<file path="config.mk">
export PLATFORM = sky130hd
export DESIGN_NAME = shape_pair_collision_test_top
export DESIGN_NICKNAME = d
export VERILOG_FILES = /design/src/rtl/spc_pkg.sv /design/src/rtl/spc_prep.sv /design/src/rtl/shape_pair_collision_test_top.sv
export SDC_FILE = /design/constraint.sdc
export NUM_CORES = 2
export LEC_CHECK = 0
export BUFFER_PORTS_ARGS = -buffer_cell sky130_fd_sc_hd__buf_2
export CORE_AREA = 4 4 332 334
export CTS_CLUSTER_DIAMETER = 120
export DETAILED_ROUTE_END_ITERATION = 8
export DIE_AREA = 0 0 336 338
export PLACE_DENSITY = 0.7
export SYNTH_ARGS = -nofsm -noshare
export SYNTH_HDL_FRONTEND = slang
export SYNTH_SLANG_ARGS = --single-unit
export TNS_END_PERCENT = 1
</file>
<file path="constraint.sdc">
create_clock -name clk -period 12.9 [get_ports clk]
set_input_delay 0.645 -clock clk [delete_from_list [all_inputs] [get_ports clk]]
set_output_delay 0.645 -clock clk [all_outputs]
set_load 0.02 [all_outputs]
</file>
<file path="src/rtl/spc_pkg.sv">
`timescale 1ns / 1ps
// ----------------------------------------------------------------------------
// spc_pkg
// Shared types and codes for the shape pair collision test pipeline.
// ----------------------------------------------------------------------------
package spc_pkg;

	// Shape pair codes carried on the input tuser field.
	localparam logic [3:0] REQ_RECT_RECT = 4'd0;
	localparam logic [3:0] REQ_CIRC_CIRC = 4'd1;
	localparam logic [3:0] REQ_RECT_CIRC = 4'd2;
	localparam logic [3:0] REQ_CIRC_RECT = 4'd3;
	localparam logic [3:0] REQ_RECT_SEG  = 4'd4;
	localparam logic [3:0] REQ_SEG_RECT  = 4'd5;
	localparam logic [3:0] REQ_SEG_CIRC  = 4'd6;
	localparam logic [3:0] REQ_CIRC_SEG  = 4'd7;

	// Test kind after the operands have been put in canonical order.
	typedef enum logic [2:0] {
		K_NONE,
		K_RR,
		K_CC,
		K_RC,
		K_RS,
		K_CS
	} kind_t;

	// Control flags passed from the operand stages to the distance stages.
	typedef struct packed {
		kind_t kind;
		logic  dir;   // finished result of a rectangle-rectangle or rectangle-segment test
		logic  vert;  // segment is vertical
		logic  horz;  // segment is horizontal
	} spc_flags_t;

endpackage

</file>
<file path="src/rtl/spc_prep.sv">
`timescale 1ns / 1ps
// ----------------------------------------------------------------------------
// spc_prep
// First two pipeline stages: operand ordering, bounds, and interval tests.
// ----------------------------------------------------------------------------
module spc_prep
	import spc_pkg::*;
#(
	parameter int COORD_BITS = 16
) (
	input  logic                         clk,
	input  logic                         en,
	input  logic [3:0]                   req_type,
	input  logic signed [COORD_BITS-1:0] a_x,
	input  logic signed [COORD_BITS-1:0] a_y,
	input  logic signed [COORD_BITS-1:0] a_ext1,
	input  logic signed [COORD_BITS-1:0] a_ext2,
	input  logic signed [COORD_BITS-1:0] b_x,
	input  logic signed [COORD_BITS-1:0] b_y,
	input  logic signed [COORD_BITS-1:0] b_ext1,
	input  logic signed [COORD_BITS-1:0] b_ext2,
	output spc_flags_t                   flags_s2,
	output logic signed [COORD_BITS+1:0] dx_s2,
	output logic signed [COORD_BITS+1:0] dy_s2,
	output logic [COORD_BITS:0]          r_s2
);

	localparam int N = COORD_BITS;
	localparam int W = COORD_BITS + 1;
	localparam int D = COORD_BITS + 2;

	// Stage 1 combinational: pick the primary shape and build bounds.
	kind_t               kind_d;
	logic                swap;
	logic signed [N-1:0] px, py, pe1, pe2, qx, qy, qe1, qe2;
	logic [N-1:0]        pw, ph, qw, qh;
	logic [W-1:0]        r_d;

	always_comb begin
		kind_d = K_NONE;
		swap   = 1'b0;
		case (req_type)
			REQ_RECT_RECT: kind_d = K_RR;
			REQ_CIRC_CIRC: kind_d = K_CC;
			REQ_RECT_CIRC: kind_d = K_RC;
			REQ_CIRC_RECT: begin
				kind_d = K_RC;
				swap   = 1'b1;
			end
			REQ_RECT_SEG:  kind_d = K_RS;
			REQ_SEG_RECT: begin
				kind_d = K_RS;
				swap   = 1'b1;
			end
			REQ_SEG_CIRC: begin
				kind_d = K_CS;
				swap   = 1'b1;
			end
			REQ_CIRC_SEG:  kind_d = K_CS;
			default:       kind_d = K_NONE;
		endcase
	end

	assign px  = swap ? b_x    : a_x;
	assign py  = swap ? b_y    : a_y;
	assign pe1 = swap ? b_ext1 : a_ext1;
	assign pe2 = swap ? b_ext2 : a_ext2;
	assign qx  = swap ? a_x    : b_x;
	assign qy  = swap ? a_y    : b_y;
	assign qe1 = swap ? a_ext1 : b_ext1;
	assign qe2 = swap ? a_ext2 : b_ext2;

	// Negative sizes count as zero.
	assign pw = pe1[N-1] ? '0 : pe1;
	assign ph = pe2[N-1] ? '0 : pe2;
	assign qw = qe1[N-1] ? '0 : qe1;
	assign qh = qe2[N-1] ? '0 : qe2;

	always_comb begin
		case (kind_d)
			K_CC:    r_d = W'(pw) + W'(qw);
			K_RC:    r_d = W'(qw);
			default: r_d = W'(pw);
		endcase
	end

	kind_t               kind_s1;
	logic signed [N-1:0] px_s1, py_s1, qx_s1, qy_s1, qe1_s1, qe2_s1;
	logic signed [W-1:0] px1_s1, py1_s1, qx1_s1, qy1_s1;
	logic [W-1:0]        r_s1;

	always_ff @(posedge clk) begin
		if (en) begin
			kind_s1 <= kind_d;
			px_s1   <= px;
			py_s1   <= py;
			qx_s1   <= qx;
			qy_s1   <= qy;
			qe1_s1  <= qe1;
			qe2_s1  <= qe2;
			px1_s1  <= W'(px) + $signed(W'(pw));
			py1_s1  <= W'(py) + $signed(W'(ph));
			qx1_s1  <= W'(qx) + $signed(W'(qw));
			qy1_s1  <= W'(qy) + $signed(W'(qh));
			r_s1    <= r_d;
		end
	end

	// Stage 2 combinational: interval tests, clamp and centre differences.
	logic                vert, horz, rr_hit, rs_hit, dir_d;
	logic signed [N-1:0] qlo_x, qhi_x, qlo_y, qhi_y;
	logic signed [W-1:0] cx_clamp, cy_clamp;
	logic signed [D-1:0] dx_d, dy_d;

	assign vert  = (qx_s1 == qe1_s1);
	assign horz  = (qy_s1 == qe2_s1);
	assign qlo_x = (qx_s1 < qe1_s1) ? qx_s1 : qe1_s1;
	assign qhi_x = (qx_s1 < qe1_s1) ? qe1_s1 : qx_s1;
	assign qlo_y = (qy_s1 < qe2_s1) ? qy_s1 : qe2_s1;
	assign qhi_y = (qy_s1 < qe2_s1) ? qe2_s1 : qy_s1;

	assign rr_hit = (px_s1 <= qx1_s1) && (qx_s1 <= px1_s1) &&
	                (py_s1 <= qy1_s1) && (qy_s1 <= py1_s1);

	assign rs_hit = (vert && (qx_s1 >= px_s1) && (qx_s1 <= px1_s1) &&
	                 (qlo_y <= py1_s1) && (py_s1 <= qhi_y)) ||
	                (horz && (qy_s1 >= py_s1) && (qy_s1 <= py1_s1) &&
	                 (qlo_x <= px1_s1) && (px_s1 <= qhi_x));

	// Nearest point of the box to the circle centre.
	assign cx_clamp = (qx_s1 < px_s1) ? W'(px_s1) : ((qx_s1 > px1_s1) ? px1_s1 : W'(qx_s1));
	assign cy_clamp = (qy_s1 < py_s1) ? W'(py_s1) : ((qy_s1 > py1_s1) ? py1_s1 : W'(qy_s1));

	always_comb begin
		if (kind_s1 == K_RC) begin
			dx_d = D'(qx_s1) - D'(cx_clamp);
			dy_d = D'(qy_s1) - D'(cy_clamp);
		end else begin
			dx_d = D'(px_s1) - D'(qx_s1);
			dy_d = D'(py_s1) - D'(qy_s1);
		end
	end

	always_comb begin
		case (kind_s1)
			K_RR:    dir_d = rr_hit;
			K_RS:    dir_d = rs_hit;
			default: dir_d = 1'b0;
		endcase
	end

	always_ff @(posedge clk) begin
		if (en) begin
			flags_s2.kind <= kind_s1;
			flags_s2.dir  <= dir_d;
			flags_s2.vert <= vert;
			flags_s2.horz <= horz;
			dx_s2         <= dx_d;
			dy_s2         <= dy_d;
			r_s2          <= r_s1;
		end
	end

endmodule

</file>
<file path="src/rtl/shape_pair_collision_test_top.sv">
`timescale 1ns / 1ps
// ----------------------------------------------------------------------------
// shape_pair_collision_test_top
// Five-stage pipeline that tests one pair of 2D shapes per cycle for contact while it is not stalled.
// ----------------------------------------------------------------------------
// Each transfer on the slave channel carries one pair of shapes: tuser holds
// the pair code (rectangle, circle or axis-aligned segment combinations) and
// tdata holds the eight signed coordinates. Each transfer on the master
// channel carries one hit flag, set when the shapes touch or overlap.
// Every input transfer gives exactly one output transfer, in order.
//
// The hit flag of a pair shows on m_tvalid once the pair reaches the output
// register, the last of the five register stages (operand setup, interval
// tests, absolute distances, squaring, and the final sum compare). Each stage
// holds one pair and takes a new pair in every cycle in which the pipeline
// advances, so throughput is one pair per cycle while m_tready stays high.
//
// The whole pipeline advances together whenever the output register is empty
// or being taken. When the receiver holds m_tready low with a result waiting,
// every stage freezes and s_tready drops, so nothing is lost or repeated.
// Reset clears all valid bits; the block is ready for input right after.
// ----------------------------------------------------------------------------
module shape_pair_collision_test_top
	import spc_pkg::*;
#(
	parameter int COORD_BITS = 16
) (
	input  logic                    clk,
	input  logic                    arst_n,
	// Slave channel.
	input  logic                    s_tvalid,
	output logic                    s_tready,
	// tdata fields from bit 0 up: a_x, a_y, a_ext1, a_ext2, b_x, b_y, b_ext1, b_ext2
	input  logic [8*COORD_BITS-1:0] s_tdata,
	// tuser fields from bit 0 up: req_type
	input  logic [3:0]              s_tuser,
	// Master channel.
	output logic                    m_tvalid,
	input  logic                    m_tready,
	// tdata fields from bit 0 up: hit, then seven zero bits
	output logic [7:0]              m_tdata
);

	localparam int N = COORD_BITS;
	localparam int W = COORD_BITS + 1;
	localparam int D = COORD_BITS + 2;
	localparam int P = 2 * COORD_BITS + 2;

	// One enable moves every stage; the output register is the last stage.
	logic en;
	logic v_s1, v_s2, v_s3, v_s4, v_s5;

	assign en       = !v_s5 || m_tready;
	assign s_tready = en;
	assign m_tvalid = v_s5;

	always_ff @(posedge clk or negedge arst_n) begin
		if (!arst_n) begin
			v_s1 <= 1'b0;
			v_s2 <= 1'b0;
			v_s3 <= 1'b0;
			v_s4 <= 1'b0;
			v_s5 <= 1'b0;
		end else if (en) begin
			v_s1 <= s_tvalid;
			v_s2 <= v_s1;
			v_s3 <= v_s2;
			v_s4 <= v_s3;
			v_s5 <= v_s4;
		end
	end

	// Stages 1 and 2: operand ordering, bounds and interval tests.
	spc_flags_t          flags_s2;
	logic signed [D-1:0] dx_s2, dy_s2;
	logic [W-1:0]        r_s2;

	spc_prep #(
		.COORD_BITS (COORD_BITS)
	) u_prep (
		.clk      (clk),
		.en       (en),
		.req_type (s_tuser),
		.a_x      (s_tdata[0*N +: N]),
		.a_y      (s_tdata[1*N +: N]),
		.a_ext1   (s_tdata[2*N +: N]),
		.a_ext2   (s_tdata[3*N +: N]),
		.b_x      (s_tdata[4*N +: N]),
		.b_y      (s_tdata[5*N +: N]),
		.b_ext1   (s_tdata[6*N +: N]),
		.b_ext2   (s_tdata[7*N +: N]),
		.flags_s2 (flags_s2),
		.dx_s2    (dx_s2),
		.dy_s2    (dy_s2),
		.r_s2     (r_s2)
	);

	// Stage 3: absolute distances. A distance larger than the radius on either
	// axis rules out a circle hit, which also keeps the squares narrow. The
	// circle-segment test only needs the distance to the segment's line, so it
	// finishes here.
	logic [D-1:0] adx, ady;
	logic         far, cs_hit;

	assign adx    = dx_s2[D-1] ? D'(-dx_s2) : D'(dx_s2);
	assign ady    = dy_s2[D-1] ? D'(-dy_s2) : D'(dy_s2);
	assign far    = (adx > D'(r_s2)) || (ady > D'(r_s2));
	assign cs_hit = (flags_s2.vert && (adx <= D'(r_s2))) ||
	                (flags_s2.horz && (ady <= D'(r_s2)));

	logic [W-1:0] ax_s3, ay_s3, r_s3;
	logic         dir_s3, sq_s3;

	always_ff @(posedge clk) begin
		if (en) begin
			ax_s3  <= adx[W-1:0];
			ay_s3  <= ady[W-1:0];
			r_s3   <= r_s2;
			dir_s3 <= (flags_s2.kind == K_CS) ? cs_hit : flags_s2.dir;
			sq_s3  <= ((flags_s2.kind == K_CC) || (flags_s2.kind == K_RC)) && !far;
		end
	end

	// Stage 4: squares of both distances and of the radius.
	logic [P-1:0] x2_s4, y2_s4, r2_s4;
	logic         dir_s4, sq_s4;

	always_ff @(posedge clk) begin
		if (en) begin
			x2_s4  <= P'(ax_s3) * P'(ax_s3);
			y2_s4  <= P'(ay_s3) * P'(ay_s3);
			r2_s4  <= P'(r_s3) * P'(r_s3);
			dir_s4 <= dir_s3;
			sq_s4  <= sq_s3;
		end
	end

	// Stage 5: squared distance against squared radius; this is the output
	// register.
	logic [P:0] dist2;
	logic       hit_s5;

	assign dist2 = (P+1)'(x2_s4) + (P+1)'(y2_s4);

	always_ff @(posedge clk) begin
		if (en) begin
			hit_s5 <= dir_s4 || (sq_s4 && (dist2 <= (P+1)'(r2_s4)));
		end
	end

	assign m_tdata = {7'b0, hit_s5};

endmodule
</file>
==> summary.txt <==
Cells and area
  – Area of the multi-input gates: 36800 sq um
  – Fin cells: 7234
  – Seq. cell area: 12000 sq um
  – NumNets Final: 7237
  – Area Growth Syn to Fin: 6.69%
  – Fraction of layout cells with a size suffix above 1: 0.0448
  – # fillers: 9620
  – Antenna cells: 0

Die
  – Initial Util: 0.500
  – Core area: 107000 sq um
  – Ports: 146
  – Die W: 336 um
  – Die area: 114000 sq um
  – FP Rows: 120
  – Die Y-Extent: 338 um

STA
  – Max Slew Vio Count: 0
  – Crit path time final: 7010 ps
  – Final period utilization: 0.543
  – Least-Margin Pin Slew: 1160 ps
  – Final TNS setup: 0 ps
  – Clock skew: 34.6 ps
  – Final setup violation count: 0
  – Max Clk Rate: 143 MHz
  – Worst rel slew slack: 0.221
  – Unrepaired setup endpoints after global routing: false
  – Endpoints failing hold: 0

Logic synthesis
  – Yosys synthesis warning count: 0
  – EDFF count, synth: 395
  – Ys flop type: edfxtp_1
  – Syn Std Cell Area: 53400 sq um
  – Synth unique cells: 76
  – Cells after Synth: 5725
  – Post-synthesis register bit count: 400
  – Sequential fraction of the synthesis area: 0.224
  – Synth Area per Inst: 9.34 sq um
  – Fraction of registers with async set/reset: 0.0125

Critical path
  – Buf/Inv on CP: 5
  – Crit Path Max Fanout: 17
  – Arrival @ worst endpoint: 7330 ps
  – WP data required: 13220 ps
  – CP Class: register to register
  – Largest stage delay, worst path: 800 ps
  – CP top delay family: adder cells
  – CP most frequent cell: fa_1
  – Flop-to-flop setup slack: 5890 ps
  – Worst path slowest cell: edfxtp_1
  – Crit-path cells: nand2_1 -> fa_1 -> inv_1 -> fa_1 -> inv_1 -> fa_1 -> inv_1 -> fa_1 -> fa_1 -> inv_1 -> fa_1 -> inv_1 -> ha_1 -> a21o_1 -> a31o_2 -> o311a_1 -> a41oi_1 -> o31ai_2 -> a221oi_1 -> a221oi_1 -> a21o_1 -> a21oi_1 -> xnor2_1
  – Endpoint class of the critical path: register
  – Critical path startpoint category: register
  – Reg-to-reg startpoint: ay_s3[4]
  – Setup crit start: ay_s3[4]

GRT
  – Grt ovf: 0
  – GR Util All Layers: 0.222
  – Vias in the first global route: 40766
  – Antenna violations before repair: 1
  – Global-route wire length before repair: 204000 um
  – Largest net degree at the start of global routing: 117

Clock network
  – H-tree depth: 2
  – CTS root buffer: clkbuf_16
  – CTS Buffer Depth: 3
  – Clk_lat worst skew: 610 ps
  – CTS Buf Count: 44
  – CTS tree: yes
  – Clk pin slew, worst setup/hold paths: 60 ps
  – Clock sinks: 400

Run status
  – Status: complete, no violations

Place
  – Placer congestion estimate: 0.916
  – DP HPWL: 103000 um
  – I/O Buffers: 138
  – Inst Count DP: 7155

Hold path
  – Hold Path Class: input port to register
  – Hold Crit Start: s_tvalid

Drt
  – WL per Instance: 17.0 um
  – DR vias: 39035
  – Total routed wirelength: 123000 um
  – Initial DRC count: 2214
  – Routed Antenna Nets: 0
  – DRC viols: 0
  – Vias per cell: 5.40
  – Pre-antenna DRT Iters: 5

Run
  – Max cap viols: 0
## kinds of logic after synthesis
family                   synth area share
XOR/XNOR                           0.0447
AND/OR/NAND/NOR                     0.132
flip-flops                          0.224
multiplexers                       0.0196
adder cells (fa/ha/maj)             0.383
AO/OA/AOI/OAI                       0.108
buffers and inverters              0.0883
other                           0.0000702
## worst paths after layout
check,cells past startpoint,end
worst min register to register,0,u_prep.r_s2[8]
max in group asynchronous,2,v_s1
worst min-delay path,3,v_s1
worst max register to register,23,y2_s4[33]
worst max-delay path,23,y2_s4[33]
min in group asynchronous,2,m_tvalid
## cell type report
| cell class | instances | share of cell area |
|---|---|---|
| Multi-Input combinational cell | 4082 | 0.646 |
| Sequential cell | 400 | 0.210 |
| Inverter | 1114 | 0.0735 |
| Tap cell | 1403 | 0.0308 |
| Clock buffer | 55 | 0.0206 |
| Timing Repair Buffer | 157 | 0.0147 |
| Clock inverter | 23 | 0.00419 |
## through the flow
step / instance area, sq um / worst slack (ps) / utilization / hold slack, ps
2_1_floorplan: 53500 / 3620 / - / 349
3_3_place_gp: 55600 / 6060 / 0.520 / 402
3_5_place_dp: 55600 / 5960 / 0.520 / 405
4_1_cts: 57000 / 5930 / 0.533 / 225
5_1_grt: 57000 / 5450 / 0.533 / 258
6_report: 57000 / 5890 / 0.533 / 259
## state kept, by name, summed over array words and instances, names as in the netlist, 17 cells and up
register	flops
u_prep.px1_s1	17
u_prep.dx_s2	18
r2_s4	33
x2_s4	33
u_prep.qx1_s1	17
ay_s3	17
ax_s3	17
u_prep.py1_s1	17
u_prep.qy1_s1	17
u_prep.dy_s2	18
y2_s4	33
## layer usage
metal  routed length, um  up-vias  track usage
li1                    -    19038            -
met1               50300    18949        0.271
met2               62300      834        0.406
met3                4830      212       0.0206
met4                5640        2       0.0897
met5                  13        -            0
## tightest hold or removal path: cells and delay by family
family / cells / cell delay [ps]
AND/OR/NAND/NOR: 2 / 90
buffers and inverters: 1 / 80
## cells in the mapped netlist (all sizes together), types with 57 or more instances
cell type | instances | area, sq um
a21o | 145 | 1090
xor2 | 62 | 543
clkbuf | 116 | 435
edfxtp | 395 | 11900
o21a | 57 | 428
xnor2 | 211 | 1850
o21ai | 163 | 816
mux2i | 98 | 981
nor3 | 61 | 305
nor2b | 88 | 551
nand2 | 691 | 2590
nor2 | 224 | 841
and2 | 169 | 1060
a21oi | 267 | 1340
inv | 1114 | 4180
nand3 | 58 | 290
fa | 558 | 11200
ha | 744 | 9310
## what timing repair did
action / in CTS / in global routing
buffers inserted: 0 / 0
hold buffers: 1 / 0
endpoints found under the setup margin: 0 / 0
resized for setup: 0 / 0
endpoints found under the hold margin: 5 / 0
## cells in the final DEF, fill, tap and decap left out, types with 145 or more instances in the layout
| cell | synthesis | layout |
|---|---|---|
| a21o_1 | 145 | 145 |
| a21oi_1 | 267 | 266 |
| and2_1 | 169 | 169 |
| edfxtp_1 | 395 | 395 |
| fa_1 | 558 | 558 |
| ha_1 | 744 | 744 |
| inv_1 | 1114 | 1113 |
| nand2_1 | 691 | 691 |
| nor2_1 | 224 | 224 |
| o21ai_0 | 158 | 157 |
| xnor2_1 | 211 | 211 |
Power is not shown: default switching activity piles up to over one toggle a cycle in this logic, so the estimate is an artifact.
